===== config.mk =====
export PLATFORM = sky130hd
export DESIGN_NAME = hall_six_step_commutator_top
export DESIGN_NICKNAME = d
export VERILOG_FILES = /design/src/rtl/core/hsc_pkg.sv /design/src/rtl/core/hall_six_step_commutator_top.sv
export SDC_FILE = /design/constraint.sdc
export NUM_CORES = 1
export LEC_CHECK = 0
export BUFFER_PORTS_ARGS = -buffer_cell sky130_fd_sc_hd__buf_4
export CAP_MARGIN = 20
export CORE_MARGIN = 10
export CORE_UTILIZATION = 53
export CTS_CLUSTER_DIAMETER = 30
export DETAILED_ROUTE_END_ITERATION = 7
export PLACE_DENSITY = 0.85
export SLEW_MARGIN = 20
export SYNTH_ARGS = -nofsm -noshare
export SYNTH_HDL_FRONTEND = slang
export SYNTH_SLANG_ARGS = --single-unit

===== constraint.sdc =====
create_clock -name clk -period 7.4 [get_ports clk]
set_clock_uncertainty 0.1 [all_clocks]
set_input_delay 0.37 -clock clk [delete_from_list [all_inputs] [get_ports clk]]
set_output_delay 0.37 -clock clk [all_outputs]
set_load 0.02 [all_outputs]

===== src/rtl/core/hsc_pkg.sv =====
// Shared types, constants and lookup functions for the hall six-step commutator.
// Depends on nothing; the commutator core imports it.
package hsc_pkg;

  localparam int PERIOD_BITS = 16;
  localparam int SPEED_BITS  = 29;
  localparam int MISS_BITS   = 16;
  localparam int PULSE_BITS  = 32;
  localparam int DUTY_BITS   = 16;
  localparam int DIV_CNT_BITS = $clog2(SPEED_BITS);

  localparam logic [SPEED_BITS-1:0] SPEED_NUMERATOR = SPEED_BITS'(512000000);
  localparam logic [DIV_CNT_BITS-1:0] DIV_LAST = DIV_CNT_BITS'(SPEED_BITS - 1);

  // Configuration register indexes.
  typedef enum logic [1:0] {
    CFG_MOTOR_ON      = 2'd0,
    CFG_REVERSE_DIR   = 2'd1,
    CFG_PHASE_ADVANCE = 2'd2
  } cfg_idx_t;

  // Phase drive indexes and enable masks.
  localparam logic [1:0] DRIVE_U = 2'd0;
  localparam logic [1:0] DRIVE_V = 2'd1;
  localparam logic [1:0] DRIVE_W = 2'd2;
  localparam logic [2:0] MASK_U  = 3'b001;
  localparam logic [2:0] MASK_V  = 3'b010;
  localparam logic [2:0] MASK_W  = 3'b100;

  // Rotor phase for each hall code; the two illegal codes fall to phase 0.
  function automatic logic [2:0] hsc_hall_phase(input logic [2:0] hall);
    logic [2:0] ph;
    case (hall)
      3'b001:  ph = 3'd2;
      3'b010:  ph = 3'd4;
      3'b011:  ph = 3'd3;
      3'b101:  ph = 3'd1;
      3'b110:  ph = 3'd5;
      default: ph = 3'd0;
    endcase
    return ph;
  endfunction

  function automatic logic [2:0] hsc_phase_fwd(input logic [2:0] ph);
    return (ph >= 3'd5) ? 3'(ph - 3'd5) : 3'(ph + 3'd1);
  endfunction

  function automatic logic [2:0] hsc_phase_back(input logic [2:0] ph);
    return (ph == 3'd0) ? 3'd5 : 3'(ph - 3'd1);
  endfunction

  // Reduces a value below 16 modulo six with two compare-and-subtract steps.
  function automatic logic [2:0] hsc_mod6(input logic [3:0] v);
    logic [3:0] t;
    t = (v >= 4'd12) ? 4'(v - 4'd12) : ((v >= 4'd6) ? 4'(v - 4'd6) : v);
    return t[2:0];
  endfunction

  function automatic logic [1:0] hsc_step_drive(input logic [2:0] step);
    logic [1:0] d;
    case (step)
      3'd0:    d = DRIVE_V;
      3'd1:    d = DRIVE_U;
      3'd2:    d = DRIVE_U;
      3'd3:    d = DRIVE_W;
      3'd4:    d = DRIVE_W;
      default: d = DRIVE_V;
    endcase
    return d;
  endfunction

  function automatic logic [2:0] hsc_step_mask(input logic [2:0] step);
    logic [2:0] m;
    case (step)
      3'd0:    m = MASK_V | MASK_W;
      3'd1:    m = MASK_U | MASK_W;
      3'd2:    m = MASK_U | MASK_V;
      3'd3:    m = MASK_V | MASK_W;
      3'd4:    m = MASK_U | MASK_W;
      default: m = MASK_U | MASK_V;
    endcase
    return m;
  endfunction

endpackage


===== src/rtl/core/hall_six_step_commutator_top.sv =====
// Hall six-step commutator: phase tracking, commutation, speed divider, edge counters.
// Depends on hsc_pkg for widths, lookup tables and register indexes.
//
// A hall event that captures a speed passes from the input transfer through the bit-serial
// divider (S_DIV) to S_DONE, which commits the result to the output register; an event
// without a speed capture goes straight to S_DONE. S_DONE waits while the output register
// is full and stalled, and no new event is taken until the last one has committed. The
// radix-2 divider yields one quotient bit per cycle.
// Reset (rst_n low, synchronous) clears configuration, phase history, counters,
// compare values, speed and the output valid flag; both input ports hold off meanwhile.
module hall_six_step_commutator_top
  import hsc_pkg::*;
(
  input  logic                   clk,
  input  logic                   rst_n,

  // Configuration write channel
  input  logic                   cfg_valid,
  output logic                   cfg_ready,
  input  logic [1:0]             cfg_index,
  input  logic [2:0]             cfg_data,

  // Hall event channel
  input  logic                   in_valid,
  output logic                   in_stall,
  input  logic [2:0]             in_hall_state,
  input  logic [2:0]             in_edge_lines,
  input  logic [PERIOD_BITS-1:0] in_period_count,
  input  logic                   in_period_overflow,
  input  logic [DUTY_BITS-1:0]   in_duty,

  // Result channel
  output logic                   out_valid,
  input  logic                   out_stall,
  output logic [DUTY_BITS-1:0]   out_compare_u,
  output logic [DUTY_BITS-1:0]   out_compare_v,
  output logic [DUTY_BITS-1:0]   out_compare_w,
  output logic [2:0]             out_drive_enable,
  output logic [MISS_BITS-1:0]   out_missed_steps,
  output logic [SPEED_BITS-1:0]  out_speed,
  output logic                   out_speed_valid,
  output logic                   out_speed_updated,
  output logic [PULSE_BITS-1:0]  out_pulses_a,
  output logic [PULSE_BITS-1:0]  out_pulses_b,
  output logic [PULSE_BITS-1:0]  out_pulses_c
);

  typedef enum logic [1:0] {
    S_IDLE,
    S_DIV,
    S_DONE
  } state_t;

  state_t state_r;

  // Configuration registers. Writes must only arrive while the block is idle; the block
  // does not enforce this. The port never pushes back outside reset.
  logic       motor_on_r;
  logic       reverse_r;
  logic [2:0] advance_r;

  // The event being worked on, captured at the input transfer.
  logic [2:0]             hall_q_r;
  logic [2:0]             edge_q_r;
  logic [DUTY_BITS-1:0]   duty_q_r;
  logic                   speed_go_r;

  // Restoring divider: quo_r starts as the numerator and shifts it out MSB first
  // while the quotient bits shift in at the bottom.
  logic [PERIOD_BITS-1:0]  divisor_r;
  logic [PERIOD_BITS-1:0]  rem_r;
  logic [SPEED_BITS-1:0]   quo_r;
  logic [DIV_CNT_BITS-1:0] div_cnt_r;

  // Persistent block state.
  logic [2:0]            last_phase_r;
  logic                  last_known_r;
  logic [DUTY_BITS-1:0]  compare_r [3];
  logic [MISS_BITS-1:0]  missed_r;
  logic [PULSE_BITS-1:0] pulses_r [3];
  logic [SPEED_BITS-1:0] speed_r;
  logic                  speed_seen_r;

  // Output register.
  logic out_valid_r;

  // Combinational signals.
  logic                   in_xfer;
  logic                   out_free;
  logic [PERIOD_BITS-1:0] period_eff;
  logic                   capture;
  logic [PERIOD_BITS:0]   trial;
  logic                   trial_ge;
  logic [PERIOD_BITS-1:0] rem_nxt;
  logic [SPEED_BITS-1:0]  quo_nxt;
  logic [2:0]             phase_c;
  logic                   adjacent;
  logic [MISS_BITS-1:0]   missed_nxt;
  logic [3:0]             step_sum;
  logic [2:0]             step_c;
  logic [1:0]             drive_idx;
  logic [2:0]             enable_c;
  logic [DUTY_BITS-1:0]   compare_nxt [3];
  logic [PULSE_BITS-1:0]  pulses_nxt [3];

  assign cfg_ready = rst_n;
  assign in_stall  = !rst_n || (state_r != S_IDLE);
  assign in_xfer   = in_valid && !in_stall;
  assign out_valid = out_valid_r;
  assign out_free  = !out_valid_r || !out_stall;

  // A speed capture needs an edge on line A with sensor A high and a nonzero
  // period; an overflowed timer counts as the full-scale period.
  assign period_eff = in_period_overflow ? {PERIOD_BITS{1'b1}} : in_period_count;
  assign capture    = in_hall_state[0] && in_edge_lines[0] && (period_eff != '0);

  // One quotient bit per cycle.
  always_comb begin
    trial    = {rem_r, quo_r[SPEED_BITS-1]};
    trial_ge = (trial >= {1'b0, divisor_r});
    rem_nxt  = trial_ge ? PERIOD_BITS'(trial - {1'b0, divisor_r}) : trial[PERIOD_BITS-1:0];
    quo_nxt  = {quo_r[SPEED_BITS-2:0], trial_ge};
  end

  // Commutation and bookkeeping for the held event, applied when it completes.
  always_comb begin
    phase_c    = hsc_hall_phase(hall_q_r);
    adjacent   = (phase_c == hsc_phase_fwd(last_phase_r)) ||
                 (phase_c == hsc_phase_back(last_phase_r));
    missed_nxt = (last_known_r && !adjacent) ? MISS_BITS'(missed_r + 1'b1) : missed_r;

    // Base of 8 forward or 5 reversed keeps the difference non-negative.
    step_sum  = (reverse_r ? 4'd5 : 4'd8) - {1'b0, phase_c} + {1'b0, advance_r};
    step_c    = hsc_mod6(step_sum);
    drive_idx = hsc_step_drive(step_c);
    enable_c  = motor_on_r ? hsc_step_mask(step_c) : 3'b000;

    for (int i = 0; i < 3; i++) begin
      if (motor_on_r) begin
        compare_nxt[i] = (drive_idx == 2'(i)) ? duty_q_r : '0;
      end else begin
        compare_nxt[i] = compare_r[i];
      end
      pulses_nxt[i] = pulses_r[i] + PULSE_BITS'(edge_q_r[i]);
    end
  end

  always_ff @(posedge clk) begin
    if (!rst_n) begin
      state_r      <= S_IDLE;
      motor_on_r   <= 1'b0;
      reverse_r    <= 1'b0;
      advance_r    <= 3'd0;
      last_phase_r <= 3'd0;
      last_known_r <= 1'b0;
      missed_r     <= '0;
      speed_r      <= '0;
      speed_seen_r <= 1'b0;
      out_valid_r  <= 1'b0;
      div_cnt_r    <= '0;
      for (int i = 0; i < 3; i++) begin
        compare_r[i] <= '0;
        pulses_r[i]  <= '0;
      end
    end else begin
      if (cfg_valid && cfg_ready) begin
        case (cfg_idx_t'(cfg_index))
          CFG_MOTOR_ON:      motor_on_r <= cfg_data[0];
          CFG_REVERSE_DIR:   reverse_r  <= cfg_data[0];
          CFG_PHASE_ADVANCE: advance_r  <= cfg_data;
          default: ;
        endcase
      end

      // The output register fills when a result commits and empties on a result transfer.
      if ((state_r == S_DONE) && out_free) begin
        out_valid_r <= 1'b1;
      end else if (out_valid_r && !out_stall) begin
        out_valid_r <= 1'b0;
      end

      case (state_r)
        S_IDLE: begin
          if (in_xfer) begin
            hall_q_r   <= in_hall_state;
            edge_q_r   <= in_edge_lines;
            duty_q_r   <= in_duty;
            speed_go_r <= capture;
            divisor_r  <= period_eff;
            rem_r      <= '0;
            quo_r      <= SPEED_NUMERATOR;
            div_cnt_r  <= '0;
            state_r    <= capture ? S_DIV : S_DONE;
          end
        end
        S_DIV: begin
          rem_r     <= rem_nxt;
          quo_r     <= quo_nxt;
          div_cnt_r <= DIV_CNT_BITS'(div_cnt_r + 1'b1);
          if (div_cnt_r == DIV_LAST) begin
            state_r <= S_DONE;
          end
        end
        S_DONE: begin
          // Commit only once the output register can take the result.
          if (out_free) begin
            last_phase_r <= phase_c;
            last_known_r <= 1'b1;
            missed_r     <= missed_nxt;
            for (int i = 0; i < 3; i++) begin
              compare_r[i] <= compare_nxt[i];
              pulses_r[i]  <= pulses_nxt[i];
            end
            if (speed_go_r) begin
              speed_r      <= quo_r;
              speed_seen_r <= 1'b1;
            end

            out_compare_u     <= compare_nxt[DRIVE_U];
            out_compare_v     <= compare_nxt[DRIVE_V];
            out_compare_w     <= compare_nxt[DRIVE_W];
            out_drive_enable  <= enable_c;
            out_missed_steps  <= missed_nxt;
            out_speed         <= speed_go_r ? quo_r : speed_r;
            out_speed_valid   <= speed_go_r || speed_seen_r;
            out_speed_updated <= speed_go_r;
            out_pulses_a      <= pulses_nxt[0];
            out_pulses_b      <= pulses_nxt[1];
            out_pulses_c      <= pulses_nxt[2];
            state_r           <= S_IDLE;
          end
        end
        default: state_r <= S_IDLE;
      endcase
    end
  end

endmodule


==> out/results.txt, run 1 <==
Fillers - 2582
Fin crit period - 5020 ps
Area delta synth->final - 26.5%
Final wirelength - 53400 µm
Worst hold path type - input port to flip-flop
Hold path startpoint - in_period_overflow
Std-Cell Rows - 73
Buffers added on ports - 245
CTS tree - built
Die Span X - 222 µm
Syn Nets - 1792
Peak Freq - 199 MHz
Endpoints failing setup - 0
Worst skew pair latency - 620 ps
Syn. warnings - 0
Num CTS Buffers - 91
Setup crit end - compare_r[0][43]$_SDFFCE_PN0P_
WL/cell - 20.4 µm
Die area - 0.0493 mm²
Via/cell ratio - 5.82
Setup crit end kind - flip-flop
Most common cell type on the critical path - ha_1
Root Driver - clkbuf_16
FFs w/ async S/R, synth - 0%
WHS - 36.5 ps
Crit start category - flip-flop
First DRT Iteration DRCs - 1893
Postcts setup bufs - 0
Core Region - 0.0400 mm²
Main synth FF type - edfxtp_1
Register area - 0.0139 mm²
Vias - 15300
CTS clk-pin slew, worst paths - 50 ps
Most frequent cell after synthesis - edfxtp_1
Final Hold Viols - 0
Sequential-to-total area share from yosys stat - 64.5%
Post-cts sizing count - 0
Register-to-Register Path Depth - 13
Required @ worst endpoint - 7690 ps
Yosys cell types - 74
Pre-CTS setup slack - 2670 ps
Post-layout util - 68.3%
DRT Pass-1 Iters - 6
Slew @ Worst Pin - 1150 ps
Synth area leaders - edfxtp_1 59%, dfxtp_1 5.8%, and2_1 4.1%, xnor2_1 3.0%, nand2_1 2.9%
Initial Util - 54.0%
Die Y - 222 µm
Cells along the critical path - xnor2_1, a21oi_1, ha_1, inv_1, ha_1, fa_1, xnor2_4, inv_2, ha_1, nand2_1, o32ai_2, nand3_1, a21oi_1
# clock sinks - 485
CP peak stage delay - 990 ps
Setup TNS - 0 ps
Post-synth top cells - 422 x edfxtp_1, 169 x nand2_1, 141 x and2_1
Largest area contributor in the netlist - edfxtp_1
I/O pins - 246
Status - finished, final reports clean
#FFs+latches synth - 485
Mapped Cells - 1705
Slowest cell on crit path - o32ai_2
P_leak - 10.4 nW
Largest net degree at the start of global routing - 205
GRT Util Overall - 20.7%
Mapped Area - 0.0216 mm²
Post-synth EDFFs - 422
Syn avg cell area - 12.7 µm²
Final worst setup slack - 2380 ps
FF-to-FF End - compare_r[0][43]$_SDFFCE_PN0P_
Fin nets - 2103
RSZ-0062 raised after global routing - false
Vias in the first global route - 15200
Placed wire-length estimate - 32600 µm
CTS Hold Bufs - 41
Multi-input logic area - 0.00723 mm²
Crit share post-route - 67.8%
Flop-to-flop setup slack - 2380 ps
Max_slew headroom - 23.2%
Drc violations - 0
First-pass GRT wire length - 83400 µm
Maximum vdd ir drop - 0.268 mV
Crit Path Max Fanout - 16
Critical Path Start - hall_q_r[1]$_DFFE_PP_
Setup CP Type - flip-flop to flip-flop
GRT overflow - 0
Yosys top cell area share - 58.6%
Max cap viols - 0
Reg2reg start - hall_q_r[1]$_DFFE_PP_
GP Congestion - 0.892
Initial antenna violation count - 2
H-tree depth - 3
Layout cells sized above 1 - 23.1%
Post-route antenna net violation count - 0
Arrival @ worst endpoint - 5300 ps
PD cells - 287 mW/mm²
Max clock buf depth - 3
Design Power - 0.00783 W
Slew Limit Fails - 0
-- per-stage QoR --
| step | instance area, µm² | std cells |
|---|---|---|
| 4_1_cts | 27300 | 2617 |
| 3_3_place_gp | 23900 | 2406 |
| 3_5_place_dp | 23900 | 2406 |
| 5_1_grt | 27300 | 2619 |
| 2_1_floorplan | 21600 | 1705 |
| 6_report | 27300 | 2619 |
-- per-layer routing --
metal / wire, µm / global-route usage, % / vias up / part of all wire, %
li1: - / - / 6948 / -
met1: 21000 / 25.5 / 7443 / 39
met2: 26200 / 34.4 / 744 / 49
met3: 4770 / 5.77 / 113 / 8.9
met4: 1360 / 7.02 / 2 / 2.5
met5: 12 / 0 / - / 0.022
-- kinds of logic after synthesis --
logic type | Yosys count | share of synthesized area (%)
adder cells (fa/ha/maj) | 38 | 2.30
XOR/XNOR | 122 | 5.09
multiplexers | 42 | 2.25
buffers and inverters | 125 | 2.30
AND/OR/NAND/NOR | 654 | 16.0
flip-flops | 485 | 64.5
AO/OA/AOI/OAI | 239 | 7.58
-- flip-flops by register name (all words and copies together) (netlist names), 29 cells and up --
signal and cells:
quo_r 29, speed_r 29, out_pulses_b 32, out_pulses_c 32
pulses_r 96, compare_r 48, out_speed 29, out_pulses_a 32
-- worst min-delay path by stage --
stage	to	slack, ps	cells after the start
3_3_place_gp	speed_r[23]$_SDFFE_PN0P_	340	2
3_5_place_dp	speed_r[24]$_SDFFE_PN0P_	350	2
5_1_grt	divisor_r[12]$_DFFE_PP_	30	2
4_1_cts	divisor_r[15]$_DFFE_PP_	2	2
6_report	divisor_r[15]$_DFFE_PP_	40	2
2_1_floorplan	speed_seen_r$_SDFFE_PN0P_	330	2
-- placed cells by master (no fill, tap or decap), types with 10 or more instances in the layout --
master and instances:
ha_1 35, buf_4 256, nand2_1 168, nand3_1 67, o21ai_0 17, nor2_1 69, mux2_2 32, dlygate4sd3_1 41
and3_1 36, or3_1 12, a21oi_1 98, dfxtp_1 63, clkinvlp_4 13, clkbuf_16 93, o31ai_1 12, inv_1 40
and2_1 141, xnor2_1 73, and4_1 15, xor2_1 47, edfxtp_1 422, a32oi_1 17, nor4_1 10, a22o_1 16
or4_1 12, nand4_1 24, or2_2 24, nand2b_1 18, clkbuf_1 14, o2bb2ai_1 17, inv_6 11, nor3_1 28
clkinv_2 19
-- power breakdown --
group	leakage, nW	total (W)	internal [W]	switching, W
Combinational	4.35	0.000661	0.000243	0.000417
Clock	1.43	0.00396	0.00255	0.00141
Sequential	4.58	0.00322	0.00313	0.0000855
-- cell type report --
class                           count  area share (%)
Clock buffer                      109            8.80
Inverter                           44           0.636
Timing Repair Buffer              299            8.68
Antenna cell                        1         0.00915
Multi-Input combinational cell   1095            26.5
Sequential cell                   485            51.0
Clock inverter                     61            2.05
Tap cell                          525            2.40
-- critical path, delay by kind of cell, from the launching register on --
family	cells	cell delay, ps
flip-flops	1	530
buffers and inverters	2	210
AND/OR/NAND/NOR	2	420
adder cells (fa/ha/maj)	4	1440
XOR/XNOR	2	650
AO/OA/AOI/OAI	3	1450
Power figures use the tool's default switching activity.
==> run 2, diff against run 1 <==
clock period = 4.05 ns   (was 7.4 ns; I/O delays follow)
==> out/results.txt, run 2 (synthesis gave the netlist of run 1 again) <==
Area delta synth->final - 29.0% (was 26.5%)
CP Buf/Inv Count - 3 (was 2)
Die area - 0.0493 mm² (unchanged)
Cells along the critical path - xnor2_2, a21oi_1, ha_1, inv_1, ha_1, fa_2, xnor2_4, inv_2, ha_4, nor2b_1, mux4_2, mux2i_4, buf_12, o2bb2ai_1, and2_1 (was xnor2_1, a21oi_1, ha_1, inv_1, ha_1, fa_1, xnor2_4, inv_2, ha_1, nand2_1, o32ai_2, nand3_1, a21oi_1)
Final Hold Viols - 0 (unchanged)
Status - finished, final reports clean (unchanged)
Post-layout util - 69.7% (was 68.3%)
Flop pwr share - 39.8% (was 41.1%)
Post-route antenna net violation count - 0 (unchanged)
Final Cell Area - 0.0279 mm² (was 0.0273 mm²)
Required @ worst endpoint - 4300 ps (was 7690 ps)
DRT Pass-1 Iters - 6 (unchanged)
CTS clk-pin slew, worst paths - 60 ps (was 50 ps)
GRT overflow - 0 (unchanged)
Power Internal - 0.0111 W (was 0.00592 W)
Most frequent cells in the layout - 422 x edfxtp_1, 273 x buf_4, 168 x nand2_1 (was 422 x edfxtp_1, 256 x buf_4, 168 x nand2_1)
Die Y - 222 µm (unchanged)
Placed wire-length estimate - 33500 µm (was 32600 µm)
Slew Limit Fails - 0 (unchanged)
Maximum vdd ir drop - 0.508 mV (was 0.268 mV)
Pre-CTS setup slack - 120 ps (was 2670 ps)
WP depth - 15 (was 13)
Slowest cell on crit path - mux4_2 (was o32ai_2)
Switching power total - 0.00368 W (was 0.00191 W)
Worst skew pair latency - 600 ps (was 620 ps)
Root Driver - clkbuf_16 (unchanged)
Fin crit period - 3810 ps (was 5020 ps)
Largest net degree at the start of global routing - 123 (was 205)
Crit start category - flip-flop (unchanged)
H-tree depth - 3 (unchanged)
Fin nets - 2142 (was 2103)
Initial Util - 54.0% (unchanged)
Drc violations - 0 (unchanged)
Std-Cell Rows - 73 (unchanged)
Switching portion of total power - 24.9% (was 24.4%)
Max_slew headroom - 30.3% (was 23.2%)
Crit share post-route - 94.0% (was 67.8%)
CP peak stage delay - 480 ps (was 990 ps)
Setup crit end kind - flip-flop (unchanged)
Most common cell type on the critical path - ha_1 (unchanged)
Num CTS Buffers - 90 (was 91)
Layout cells sized above 1 - 24.1% (was 23.1%)
Flop-to-flop setup slack - 240 ps (was 2380 ps)
Die Span X - 222 µm (unchanged)
CTS tree - built (unchanged)
Peak Freq - 263 MHz (was 199 MHz)
Slew @ Worst Pin - 1040 ps (was 1150 ps)
Crit Path Max Fanout - 16 (unchanged)
Layout Cells excl Fill - 2657 (was 2619)
GRT Util Overall - 21.5% (was 20.7%)
Placed Area - 0.0241 mm² (was 0.0239 mm²)
Max cap viols - 0 (unchanged)
Max clock buf depth - 3 (unchanged)
Commonest non-fill, non-tap cell in the layout - edfxtp_1 (unchanged)
I/O pins - 246 (unchanged)
Setup TNS - 0 ps (unchanged)
Multi-input logic area - 0.00726 mm² (was 0.00723 mm²)
Via/cell ratio - 5.85 (was 5.82)
Register-to-Register Path Depth - 15 (was 13)
Vias - 15600 (was 15300)
Largest regs - pulses_r: 96 flops, compare_r: 48 flops (unchanged)
GP Congestion - 0.872 (was 0.892)
Hold Path Depth - 4 (was 2)
Initial antenna violation count - 2 (unchanged)
Buffers added on ports - 245 (unchanged)
First-pass GRT wire length - 86500 µm (was 83400 µm)
Endpoints failing setup - 0 (unchanged)
Largest register FFs - 96 (unchanged)
Top Family by Delay on Critical Path - adder cells (was compound AO/OA/AOI/OAI gates)
Worst hold path type - input port to flip-flop (unchanged)
P_leak - 10.6 nW (was 10.4 nW)
Clock share of power - 51.3% (was 50.5%)
Biggest register - pulses_r (unchanged)
# clock sinks - 485 (unchanged)
First DRT Iteration DRCs - 2062 (was 1893)
Setup CP Type - flip-flop to flip-flop (unchanged)
Fillers - 2488 (was 2582)
Inst Count DP - 2425 (was 2406)
Vias in the first global route - 15600 (was 15200)
Core Region - 0.0400 mm² (unchanged)
WL/cell - 20.9 µm (was 20.4 µm)
Register area - 0.0139 mm² (unchanged)
RSZ-0062 raised after global routing - false (unchanged)
Arrival @ worst endpoint - 4060 ps (was 5300 ps)
Logic pwr share - 8.9% (was 8.4%)
PD cells - 529 mW/mm² (was 287 mW/mm²)
N_diodes - 0 (was 1)
Final worst setup slack - 244 ps (was 2380 ps)
Final wirelength - 55500 µm (was 53400 µm)
==> run 2: cell count changes in the layout (fill, tap and decap cells not counted), moves of 3 or more <==
| cell | delta |
|---|---|
| dlygate4sd3_1 | +20 |
| buf_4 | +17 |
| clkinv_2 | -11 |
| clkbuf_1 | -8 |
| clkinv_4 | +4 |
| clkinv_8 | +4 |
| inv_6 | +4 |
| buf_12 | +3 |
| bufinv_16 | +3 |
| clkinvlp_4 | +3 |
==> run 2: final timing paths <==
kind,from,endpoint
hold reg to reg,speed_r[6]$_SDFFE_PN0P_,speed_r[6]$_SDFFE_PN0P_
hold / removal,cfg_valid,advance_r[2]$_SDFFE_PN0P_
setup / recovery,hall_q_r[1]$_DFFE_PP_,compare_r[0][10]$_SDFFCE_PN0P_
setup reg to reg,hall_q_r[1]$_DFFE_PP_,compare_r[0][10]$_SDFFCE_PN0P_
==> run 2: cell type report <==
cell class                 instances  share of cell area (%)
sequential                       485                    50.0
multi-input combinational       1095                    26.0
clock buffer                     100                    8.44
timing repair buffer             339                    9.90
clock inverter                    69                    2.69
tap                              525                    2.36
inverter                          44                   0.619
==> run 2: power groups by stage <==
stage | Clock, W | Sequential [W] | Combinational (W)
after CTS | 0.00761 | 0.00587 | 0.00127
after detailed placement | 0 | 0.00595 | 0.00121
after global placement | 0 | 0.00594 | 0.00118
after floorplan | 0 | 0.00600 | 0.000724
final | 0.00757 | 0.00587 | 0.00131
after global routing | 0.00790 | 0.00589 | 0.00141
==> run 2: timing repair <==
action                     in CTS  in global routing
setup endpoints to repair       0                 38
gates resized for setup         0                  3
buffers inserted                0                  2
hold buffers                   61                  0
hold endpoints to repair       52                  0
==> run 2: per-layer routing <==
layer | vias to the layer above | track usage (%) | wire length [µm]
met1 | 7652 | 27.5 | 22300
met4 | 4 | 6.78 | 1110
li1 | 7038 | - | -
met2 | 756 | 35.3 | 27400
met3 | 100 | 5.21 | 4610
met5 | - | 0 | 26
==> run 2: tightest hold or removal path, cell delays in order <==
cell	delay [ps]
buf_4	120
nand3b_1	220
mux2i_1	110
nor2_1	70
==> run 2: through the flow <==
step | hold WS, ps | total power, W
finish | 75.9 | 0.0148
global route | 85.2 | 0.0152
CTS | 30.3 | 0.0147
detailed placement | 282 | 0.00716
global placement | 282 | 0.00712
floorplan | 201 | 0.00672
